===== config.mk =====
export PLATFORM = sky130hd
export DESIGN_NAME = sha256_message_hasher_flat
export DESIGN_NICKNAME = d
export VERILOG_FILES = /design/src/rtl/sha_pkg.sv /design/src/rtl/sha_if.sv /design/src/rtl/sha_datapath.sv /design/src/rtl/sha_ctrl.sv /design/src/rtl/sha256_message_hasher.sv /design/src/flat_wrapper.sv
export SDC_FILE = /design/constraint.sdc
export NUM_CORES = 2
export LEC_CHECK = 0
export BUFFER_PORTS_ARGS = -buffer_cell sky130_fd_sc_hd__buf_2
export CAP_MARGIN = 20
export CORE_MARGIN = 2
export CORE_UTILIZATION = 45
export DETAILED_ROUTE_END_ITERATION = 10
export MAX_ROUTING_LAYER = met4
export PLACE_DENSITY = 0.73
export RECOVER_POWER = 50
export SLEW_MARGIN = 20
export SYNTH_ARGS = -nofsm -noshare
export SYNTH_HDL_FRONTEND = slang
export SYNTH_SLANG_ARGS = --single-unit

===== constraint.sdc =====
create_clock -name clk -period 14.7 [get_ports clk]
set_input_delay 1.47 -clock clk [delete_from_list [all_inputs] [get_ports clk]]
set_output_delay 1.47 -clock clk [all_outputs]
set_load 0.01 [all_outputs]

===== src/rtl/sha_pkg.sv =====
`default_nettype none
package sha_pkg;

  localparam logic [1:0] FUNC_ABSORB = 2'd0;
  localparam logic [1:0] FUNC_ABSORB_FINISH = 2'd1;
  localparam logic [1:0] FUNC_FINISH = 2'd2;

  localparam logic [7:0] PAD_BYTE = 8'h80;
  localparam logic [5:0] LEN_OFFSET = 6'd56;

  typedef logic [31:0] word_t;

  // controller -> datapath commands
  typedef struct packed {
    logic       absorb;    // write message_byte into the buffer, bump counts
    logic       pad_init;  // start padding: write 0x80 at fill
    logic       pad_zero;  // write zero at pad position
    logic       pad_len;   // write length byte at pad position
    logic       pad_step;  // advance pad position
    logic       load_w;    // reset round index, copy chain to vars
    logic       round;     // run one round
    logic       fold;      // add vars into chain
    logic       restart;   // return to initial state
    logic       out_shift; // rotate chain for output
  } sha_cmd_t;

  // datapath -> controller status
  typedef struct packed {
    logic       fill_wrap;  // buffer holds 63 bytes; next absorb fills it
    logic [5:0] pad_pos;
    logic [5:0] round_idx;
  } sha_sts_t;

  function automatic word_t rotr(input word_t x, input int s);
    rotr = (x >> s) | (x << (32 - s));
  endfunction

  function automatic word_t init_word(input logic [2:0] i);
    case (i)
      3'd0: init_word = 32'h6a09e667;
      3'd1: init_word = 32'hbb67ae85;
      3'd2: init_word = 32'h3c6ef372;
      3'd3: init_word = 32'ha54ff53a;
      3'd4: init_word = 32'h510e527f;
      3'd5: init_word = 32'h9b05688c;
      3'd6: init_word = 32'h1f83d9ab;
      default: init_word = 32'h5be0cd19;
    endcase
  endfunction

  localparam word_t ROUND_K [64] = '{
    32'h428a2f98, 32'h71374491, 32'hb5c0fbcf, 32'he9b5dba5, 32'h3956c25b, 32'h59f111f1,
    32'h923f82a4, 32'hab1c5ed5, 32'hd807aa98, 32'h12835b01, 32'h243185be, 32'h550c7dc3,
    32'h72be5d74, 32'h80deb1fe, 32'h9bdc06a7, 32'hc19bf174, 32'he49b69c1, 32'hefbe4786,
    32'h0fc19dc6, 32'h240ca1cc, 32'h2de92c6f, 32'h4a7484aa, 32'h5cb0a9dc, 32'h76f988da,
    32'h983e5152, 32'ha831c66d, 32'hb00327c8, 32'hbf597fc7, 32'hc6e00bf3, 32'hd5a79147,
    32'h06ca6351, 32'h14292967, 32'h27b70a85, 32'h2e1b2138, 32'h4d2c6dfc, 32'h53380d13,
    32'h650a7354, 32'h766a0abb, 32'h81c2c92e, 32'h92722c85, 32'ha2bfe8a1, 32'ha81a664b,
    32'hc24b8b70, 32'hc76c51a3, 32'hd192e819, 32'hd6990624, 32'hf40e3585, 32'h106aa070,
    32'h19a4c116, 32'h1e376c08, 32'h2748774c, 32'h34b0bcb5, 32'h391c0cb3, 32'h4ed8aa4a,
    32'h5b9cca4f, 32'h682e6ff3, 32'h748f82ee, 32'h78a5636f, 32'h84c87814, 32'h8cc70208,
    32'h90befffa, 32'ha4506ceb, 32'hbef9a3f7, 32'hc67178f2};

endpackage
`default_nettype wire


===== src/rtl/sha_if.sv =====
`default_nettype none
interface sha_in_if;
  logic       valid;
  logic       ready;
  logic [1:0] func;
  logic [7:0] message_byte;
  modport source (output valid, func, message_byte, input ready);
  modport sink (input valid, func, message_byte, output ready);
endinterface

interface sha_out_if;
  logic        valid;
  logic        ready;
  logic [31:0] digest_word;
  logic [2:0]  word_index;
  logic        last_word;
  modport source (output valid, digest_word, word_index, last_word, input ready);
  modport sink (input valid, digest_word, word_index, last_word, output ready);
endinterface
`default_nettype wire


===== src/rtl/sha_datapath.sv =====
`default_nettype none
module sha_datapath (
  input  wire logic             clk,
  input  wire logic             rst_n,
  input  wire sha_pkg::sha_cmd_t cmd,
  input  wire logic [7:0]       in_byte,
  output sha_pkg::sha_sts_t     sts,
  output sha_pkg::word_t        out_word
);

  // block buffer: 64 bytes held as 16 words in a shift window
  sha_pkg::word_t w_r [16];
  sha_pkg::word_t v_r [8];
  sha_pkg::word_t chain_r [8];
  logic [5:0]  fill_r;
  logic [60:0] total_r;
  logic [5:0]  pad_r;
  logic [5:0]  rnd_r;

  sha_pkg::word_t big0, big1, ch, maj, t1, t2, s0, s1, w_new;
  logic [63:0] bits;
  logic [7:0]  len_byte;
  logic [7:0]  wr_byte;
  logic [5:0]  wr_pos;
  logic        wr_en;
  logic [2:0]  len_sel;

  always_comb begin
    big1 = sha_pkg::rotr(v_r[4], 6) ^ sha_pkg::rotr(v_r[4], 11) ^ sha_pkg::rotr(v_r[4], 25);
    ch = (v_r[4] & v_r[5]) ^ (~v_r[4] & v_r[6]);
    t1 = v_r[7] + big1 + ch + sha_pkg::ROUND_K[rnd_r] + w_r[0];
    big0 = sha_pkg::rotr(v_r[0], 2) ^ sha_pkg::rotr(v_r[0], 13) ^ sha_pkg::rotr(v_r[0], 22);
    maj = (v_r[0] & v_r[1]) ^ (v_r[0] & v_r[2]) ^ (v_r[1] & v_r[2]);
    t2 = big0 + maj;
    s0 = sha_pkg::rotr(w_r[1], 7) ^ sha_pkg::rotr(w_r[1], 18) ^ (w_r[1] >> 3);
    s1 = sha_pkg::rotr(w_r[14], 17) ^ sha_pkg::rotr(w_r[14], 19) ^ (w_r[14] >> 10);
    w_new = w_r[0] + s0 + w_r[9] + s1;
  end

  assign bits = {total_r, 3'b000};
  assign len_sel = pad_r[2:0];
  always_comb begin
    len_byte = bits[63 - 8 * len_sel -: 8];
  end

  always_comb begin
    wr_en = 1'b0;
    wr_byte = 8'h00;
    wr_pos = pad_r;
    if (cmd.absorb) begin
      wr_en = 1'b1;
      wr_byte = in_byte;
      wr_pos = fill_r;
    end else if (cmd.pad_init) begin
      wr_en = 1'b1;
      wr_byte = sha_pkg::PAD_BYTE;
      wr_pos = fill_r;
    end else if (cmd.pad_zero) begin
      wr_en = 1'b1;
    end else if (cmd.pad_len) begin
      wr_en = 1'b1;
      wr_byte = len_byte;
    end
  end

  always_ff @(posedge clk) begin
    if (!rst_n || cmd.restart) begin
      fill_r <= '0;
      total_r <= '0;
      pad_r <= '0;
      rnd_r <= '0;
      for (int i = 0; i < 8; i++) chain_r[i] <= sha_pkg::init_word(3'(i));
    end else begin
      if (cmd.absorb) begin
        fill_r <= fill_r + 6'd1;
        total_r <= total_r + 61'd1;
      end
      if (cmd.pad_init) pad_r <= fill_r + 6'd1;
      else if (cmd.pad_step) pad_r <= pad_r + 6'd1;
      if (cmd.load_w) rnd_r <= '0;
      else if (cmd.round) rnd_r <= rnd_r + 6'd1;
      if (cmd.fold) begin
        for (int i = 0; i < 8; i++) chain_r[i] <= chain_r[i] + v_r[i];
      end else if (cmd.out_shift) begin
        for (int i = 0; i < 7; i++) chain_r[i] <= chain_r[i + 1];
        chain_r[7] <= chain_r[0];
      end
    end
  end

  always_ff @(posedge clk) begin
    if (wr_en) w_r[wr_pos[5:2]][8 * (3 - wr_pos[1:0]) +: 8] <= wr_byte;
    if (cmd.load_w) begin
      for (int i = 0; i < 8; i++) v_r[i] <= chain_r[i];
    end else if (cmd.round) begin
      v_r[7] <= v_r[6];
      v_r[6] <= v_r[5];
      v_r[5] <= v_r[4];
      v_r[4] <= v_r[3] + t1;
      v_r[3] <= v_r[2];
      v_r[2] <= v_r[1];
      v_r[1] <= v_r[0];
      v_r[0] <= t1 + t2;
      for (int i = 0; i < 15; i++) w_r[i] <= w_r[i + 1];
      w_r[15] <= w_new;
    end
  end

  assign sts.fill_wrap = (fill_r == 6'd63);
  assign sts.pad_pos = pad_r;
  assign sts.round_idx = rnd_r;
  assign out_word = chain_r[0];

endmodule
`default_nettype wire


===== src/rtl/sha_ctrl.sv =====
`default_nettype none
module sha_ctrl (
  input  wire logic              clk,
  input  wire logic              rst_n,
  input  wire logic              in_valid,
  output logic                   in_ready,
  input  wire logic [1:0]        in_func,
  output logic                   out_valid,
  input  wire logic              out_ready,
  output logic [2:0]             out_index,
  output sha_pkg::sha_cmd_t      cmd,
  input  wire sha_pkg::sha_sts_t sts
);

  localparam logic [2:0] S_IDLE  = 3'd0;
  localparam logic [2:0] S_PAD   = 3'd1; // pad bytes up to end of block
  localparam logic [2:0] S_LOAD  = 3'd2;
  localparam logic [2:0] S_ROUND = 3'd3;
  localparam logic [2:0] S_FOLD  = 3'd4;
  localparam logic [2:0] S_OUT   = 3'd5;

  logic [2:0] state_r, state_nxt;
  logic       fin_r, fin_nxt;         // finish requested, padding not started yet
  logic       padding_r, padding_nxt; // padding blocks in progress
  logic       len_r, len_nxt;         // length bytes present in current block
  logic [2:0] idx_r, idx_nxt;
  logic       take;

  assign in_ready = (state_r == S_IDLE) && !fin_r;
  assign take = in_valid && in_ready;
  assign out_valid = (state_r == S_OUT);
  assign out_index = idx_r;

  always_comb begin
    state_nxt = state_r;
    fin_nxt = fin_r;
    padding_nxt = padding_r;
    len_nxt = len_r;
    idx_nxt = idx_r;
    cmd = '0;
    case (state_r)
      S_IDLE: begin
        if (take) begin
          case (in_func)
            sha_pkg::FUNC_ABSORB: begin
              cmd.absorb = 1'b1;
              if (sts.fill_wrap) state_nxt = S_LOAD;
            end
            sha_pkg::FUNC_ABSORB_FINISH: begin
              cmd.absorb = 1'b1;
              fin_nxt = 1'b1;
              // padding starts on next idle pass
              if (sts.fill_wrap) state_nxt = S_LOAD;
            end
            sha_pkg::FUNC_FINISH: begin
              cmd.pad_init = 1'b1;
              padding_nxt = 1'b1;
              len_nxt = 1'b0;
              state_nxt = S_PAD;
            end
            default: ;
          endcase
        end else if (fin_r) begin
          // deferred start of padding after a final absorb
          cmd.pad_init = 1'b1;
          fin_nxt = 1'b0;
          padding_nxt = 1'b1;
          len_nxt = 1'b0;
          state_nxt = S_PAD;
        end
      end
      S_PAD: begin
        // pad_pos walks up to 63; zero on entry without length means 0x80
        // took the last byte and the block is already full
        if (sts.pad_pos == 6'd0 && !len_r) begin
          state_nxt = S_LOAD;
        end else begin
          // passing offset 56 marks the block that carries the length
          if (sts.pad_pos >= sha_pkg::LEN_OFFSET
              && (len_r || sts.pad_pos == sha_pkg::LEN_OFFSET)) begin
            cmd.pad_len = 1'b1;
            len_nxt = 1'b1;
          end else begin
            cmd.pad_zero = 1'b1;
          end
          cmd.pad_step = 1'b1;
          if (sts.pad_pos == 6'd63) state_nxt = S_LOAD;
        end
      end
      S_LOAD: begin
        cmd.load_w = 1'b1;
        state_nxt = S_ROUND;
      end
      S_ROUND: begin
        cmd.round = 1'b1;
        if (sts.round_idx == 6'd63) state_nxt = S_FOLD;
      end
      S_FOLD: begin
        cmd.fold = 1'b1;
        if (padding_r && len_r) begin
          idx_nxt = '0;
          state_nxt = S_OUT;
        end else if (padding_r) begin
          // spill: next block is zeros plus length, pad_pos is back at 0
          len_nxt = 1'b1;
          state_nxt = S_PAD;
        end else begin
          state_nxt = S_IDLE;
        end
      end
      S_OUT: begin
        if (out_ready) begin
          cmd.out_shift = 1'b1;
          idx_nxt = idx_r + 3'd1;
          if (idx_r == 3'd7) begin
            cmd.restart = 1'b1;
            fin_nxt = 1'b0;
            padding_nxt = 1'b0;
            len_nxt = 1'b0;
            state_nxt = S_IDLE;
          end
        end
      end
      default: state_nxt = S_IDLE;
    endcase
  end

  always_ff @(posedge clk) begin
    if (!rst_n) begin
      state_r <= S_IDLE;
      fin_r <= 1'b0;
      padding_r <= 1'b0;
      len_r <= 1'b0;
      idx_r <= '0;
    end else begin
      state_r <= state_nxt;
      fin_r <= fin_nxt;
      padding_r <= padding_nxt;
      len_r <= len_nxt;
      idx_r <= idx_nxt;
    end
  end

endmodule
`default_nettype wire


===== src/rtl/sha256_message_hasher.sv =====
`default_nettype none
// channel | dir | handshake          | payload
// in      | in  | in_valid/in_ready  | func[1:0], message_byte[7:0]
// out     | out | out_valid/out_ready| digest_word[31:0], word_index[2:0], last_word
//
// Each absorbed byte is written into the block buffer; the 64th byte of a block
// adds a compression (load, 64 rounds on the one round unit, fold).
// Finish pads byte by byte (after a final absorb, padding waits for an idle
// pass) and runs one or two compressions, then offers
// eight digest words, one per out handshake.
// rst_n is synchronous; in_ready is low while finishing, padding, compressing or
// delivering the digest.
module sha256_message_hasher (
  input wire logic   clk,
  input wire logic   rst_n,
  sha_in_if.sink     in_ch,
  sha_out_if.source  out_ch
);

  sha_pkg::sha_cmd_t cmd;
  sha_pkg::sha_sts_t sts;
  sha_pkg::word_t    word;
  logic [2:0]        idx;

  sha_ctrl u_ctrl (
    .clk       (clk),
    .rst_n     (rst_n),
    .in_valid  (in_ch.valid),
    .in_ready  (in_ch.ready),
    .in_func   (in_ch.func),
    .out_valid (out_ch.valid),
    .out_ready (out_ch.ready),
    .out_index (idx),
    .cmd       (cmd),
    .sts       (sts)
  );

  sha_datapath u_dp (
    .clk      (clk),
    .rst_n    (rst_n),
    .cmd      (cmd),
    .in_byte  (in_ch.message_byte),
    .sts      (sts),
    .out_word (word)
  );

  assign out_ch.digest_word = word;
  assign out_ch.word_index = idx;
  assign out_ch.last_word = (idx == 3'd7);

endmodule
`default_nettype wire


===== src/flat_wrapper.sv =====
// flat-port wrapper written by rule: the top's interface ports become plain ports
module sha256_message_hasher_flat 
  (clk, rst_n, in_ch_valid, in_ch_func, in_ch_message_byte, in_ch_ready, out_ch_valid, out_ch_digest_word, out_ch_word_index, out_ch_last_word, out_ch_ready);
  sha_in_if in_ch_i ();
  sha_out_if out_ch_i ();
  input wire logic clk;
  input wire logic rst_n;
  input wire logic [$bits(in_ch_i.valid)-1:0] in_ch_valid;
  input wire logic [$bits(in_ch_i.func)-1:0] in_ch_func;
  input wire logic [$bits(in_ch_i.message_byte)-1:0] in_ch_message_byte;
  output wire logic [$bits(in_ch_i.ready)-1:0] in_ch_ready;
  output wire logic [$bits(out_ch_i.valid)-1:0] out_ch_valid;
  output wire logic [$bits(out_ch_i.digest_word)-1:0] out_ch_digest_word;
  output wire logic [$bits(out_ch_i.word_index)-1:0] out_ch_word_index;
  output wire logic [$bits(out_ch_i.last_word)-1:0] out_ch_last_word;
  input wire logic [$bits(out_ch_i.ready)-1:0] out_ch_ready;
  assign in_ch_i.valid = in_ch_valid;
  assign in_ch_i.func = in_ch_func;
  assign in_ch_i.message_byte = in_ch_message_byte;
  assign in_ch_ready = in_ch_i.ready;
  assign out_ch_valid = out_ch_i.valid;
  assign out_ch_digest_word = out_ch_i.digest_word;
  assign out_ch_word_index = out_ch_i.word_index;
  assign out_ch_last_word = out_ch_i.last_word;
  assign out_ch_i.ready = out_ch_ready;
  sha256_message_hasher u_core (.clk(clk), .rst_n(rst_n), .in_ch(in_ch_i), .out_ch(out_ch_i));
endmodule

==> results.md <==
- Status: finished with violations
- Failing checks: max-capacitance violations, max-slew violations
- Maximum Capacitance Violations: 23
- CTS tree: built
- RSZ-0062 raised after global routing: false
- Top-area cell type share of the netlist area: between 40% and 50%
- Die area: approximately 170000 um2
- Register area share after synthesis: roughly 44%
- Post_cts resized: 0
- Syn nets: 7860
- Mapped cell area: 73530 um2
- GR Overflow Total: 0
- Synth Register Bits: between 1000 and 1500
- Reg2Reg Depth: 3
- Setup violations, final: 0
- Hold path endpoint: u_core.u_dp.w_r[10][16]
- Largest net degree at the start of global routing: between 150 and 200
- Final Hold Fails: 0
- FF-to-FF End: u_core.u_dp.v_r[0][2]
- Count of pins over their slew limit: 1216
- Initial drt markers: about 6300
- Antenna violations before repair: 3
- Library cells used by synthesis: 100
- Clock transition at path regs: 0.06 ns
- Critical Path AT: roughly 12 ns
- Drt wl/cell: 24.86 um
- Ratio of final minimum period to clock period: 79.73%
- Cts-stage hold buffer count: 0
- Crit. End Element: register
- Dpl cells: a little over 9000
- Placed Area: 75590 um2
- Path type of the worst min-delay path: register to register
- Syn_area_per_cell: around 10 um2
- Fin cells: 9374
- Dpl hpwl: 169200 um
- Layout Utilization: 48.85%
- IO buf count: between 50 and 60
- Uppermost layer routed: met4
- WS Path Type: register to register
- GR Util All Layers: ~28%
- R2r startpoint: u_core.u_ctrl.state_r[1]
- Die width: between 400 and 500 um
- Commonest non-fill, non-tap cell in the layout: nand2_1
- Max Freq: 0.08532 GHz
- Met3 routed WL: between 20000 and 25000 um
- Area added between synthesis and finish: 8.013%
- Critical path peak fanout: 119
- Sink Count: 1112
- Inserted Clock Buffers: about 120
- Slew at the pin closest to its max-slew limit: about 7.8 ns
- Slew margin rel.: -418.8%
- Vias in the first global route: approximately 55000
- Post-synth EDFFs: roughly 1000
- DR pass1 iterations: 8
- NumNets Final: between 7000 and 8000
- Most frequent cells in the layout: nand2_1, edfxtp_1, a21o_1
- Root Driver: clkbuf_16
- Via density: just over 6
- H-tree levels: 3
- Met2 wire len: ~100000 um
- Area of the core: approximately 160000 um2
- Initial core utilization: 45.22%
- Io pins: 52
- Syn Inst Count: between 7000 and 8000
- Height of the die: about 400 um
- Register area: roughly 33000 um2
- Setup TNS: 0 ns
- Layout cell share with drive strength beyond 1: under 10%
- Post-CTS Setup Bufs: 0
- Data required time of the critical path: between 10 and 15 ns
- Hold_sp: u_core.u_dp.w_r[11][16]
- Clk_lat worst skew: 0.79 ns
- Yosys Warn Count: 0
- Setup crit start kind: register
- Finished layout cell area: between 70000 and 80000 um2
- RD Place Congestion: 1.011
- Asr flop ratio synth: 0%
- Reg-to-reg slack, setup: about 3.0 ns
- Clk_skew: 0.06963 ns
- CTS Buffer Depth: 3
- WHS Path Cells: 1
- Final Critical Period: ~12 ns
- Final WL: roughly 230000 um
- Met1 wire length: 97830 um
- Commonest register cell after synthesis: edfxtp_1
- DR vias: roughly 57000
- Yosys top cell by area: edfxtp_1
- Multi-input logic area: approximately 38000 um2
- Fillers: between 10000 and 15000
- Post-route ant nets: 0
- First-pass GRT wire length: about 350000 um
- Dominant cells by area after synthesis: edfxtp_1, a21o_1, ha_1
- Residual DRC count: 0
- Row Count: about 150
## worst max path at each step
stage	startpoint	endpoint	slack (ns)	cells after the start
floorplan	u_core.u_ctrl.state_r[1]	u_core.u_dp.w_r[0][26]	4.69	8
global placement	u_core.u_dp.rnd_r[1]	u_core.u_dp.v_r[0][30]	4.76	32
detailed placement	u_core.u_dp.rnd_r[1]	u_core.u_dp.v_r[0][30]	4.69	32
CTS	u_core.u_dp.rnd_r[1]	u_core.u_dp.v_r[0][30]	4.67	32
global route	u_core.u_ctrl.state_r[1]	u_core.u_dp.v_r[0][2]	2.33	3
finish	u_core.u_ctrl.state_r[1]	u_core.u_dp.v_r[0][2]	2.98	3
## area by class of cell
cell class                 count  area share [%]
antenna                        3        0.009453
clock inverter                77           1.073
multi-input combinational   5461           48.31
tap                         2175           3.427
sequential                  1112           40.95
timing repair buffer         149           1.089
inverter                     248           1.172
clock buffer                 149           3.970
## Yosys cell counts, types with 17 or more instances
| library cell | instances |
|---|---|
| nand2_1 | 1052 |
| edfxtp_1 | 1024 |
| a21o_1 | 682 |
| o21ai_0 | 468 |
| a21oi_1 | 449 |
| nor2_1 | 422 |
| xnor2_1 | 402 |
| ha_1 | 400 |
| clkbuf_1 | 369 |
| inv_1 | 245 |
| xor2_1 | 222 |
| fa_1 | 195 |
| nor3_1 | 101 |
| dfxtp_1 | 88 |
| nand3_1 | 86 |
| nand2b_1 | 75 |
| o21a_1 | 58 |
| o21bai_1 | 51 |
| a211oi_1 | 47 |
| a31oi_1 | 47 |
| and3_1 | 46 |
| o22ai_1 | 43 |
| nor2b_1 | 41 |
| or3_1 | 39 |
| o31ai_1 | 37 |
| o211ai_1 | 34 |
| buf_4 | 32 |
| and2_1 | 28 |
| mux2i_1 | 28 |
| nand4_1 | 27 |
| mux2_2 | 24 |
| buf_1 | 22 |
| maj3_1 | 22 |
| or2_2 | 19 |
| a22oi_1 | 18 |
| mux4_2 | 18 |
| a211o_1 | 17 |
| o22a_1 | 17 |
## sequential cells by signal, summed over array words and instances, names as in the netlist
| name | cells |
|---|---|
| u_core.u_dp.w_r | 512 |
| u_core.u_dp.chain_r | 256 |
| u_core.u_dp.v_r | 256 |
| u_core.u_dp.total_r | 61 |
| u_core.u_dp.fill_r | 6 |
| u_core.u_dp.pad_r | 6 |
| u_core.u_dp.rnd_r | 6 |
| u_core.u_ctrl.out_index | 3 |
| u_core.u_ctrl.state_r | 3 |
| u_core.u_ctrl.fin_r | 1 |
| u_core.u_ctrl.len_r | 1 |
| u_core.u_ctrl.padding_r | 1 |
## worst max-delay path, cell delays in order (launching register included)
cell and delay [ns]:
dfxtp_1 0.52, nor2b_1 1.68, clkbuf_1 5.51, clkbuf_1 3.29
## routing by layer
metal / track usage, % / up-vias
met5: - / -
met4: 10.71 / 0
met3: 5.656 / 548
met2: 42.05 / 2723
met1: 37.73 / 28280
li1: - / 25730
## kinds of logic after synthesis
group / after synthesis / share of synthesized area (%)
AO/OA/AOI/OAI: 2154 / 19.12
AND/OR/NAND/NOR: 1995 / 11.84
flip-flops: 1112 / 44.22
buffers and inverters: 678 / 3.645
XOR/XNOR: 625 / 7.464
adder cells (fa/ha/maj): 617 / 12.42
multiplexers: 70 / 1.300
## metrics by stage
step	hold slack, ns	setup WS (ns)
CTS	0.4890	4.668
global route	0.5027	2.332
detailed placement	0.4932	4.686
floorplan	0.4636	4.686
global placement	0.4875	4.759
finish	0.4860	2.980
Power is not shown: default switching activity piles up to over one toggle a cycle in this logic, so the estimate is an artifact.
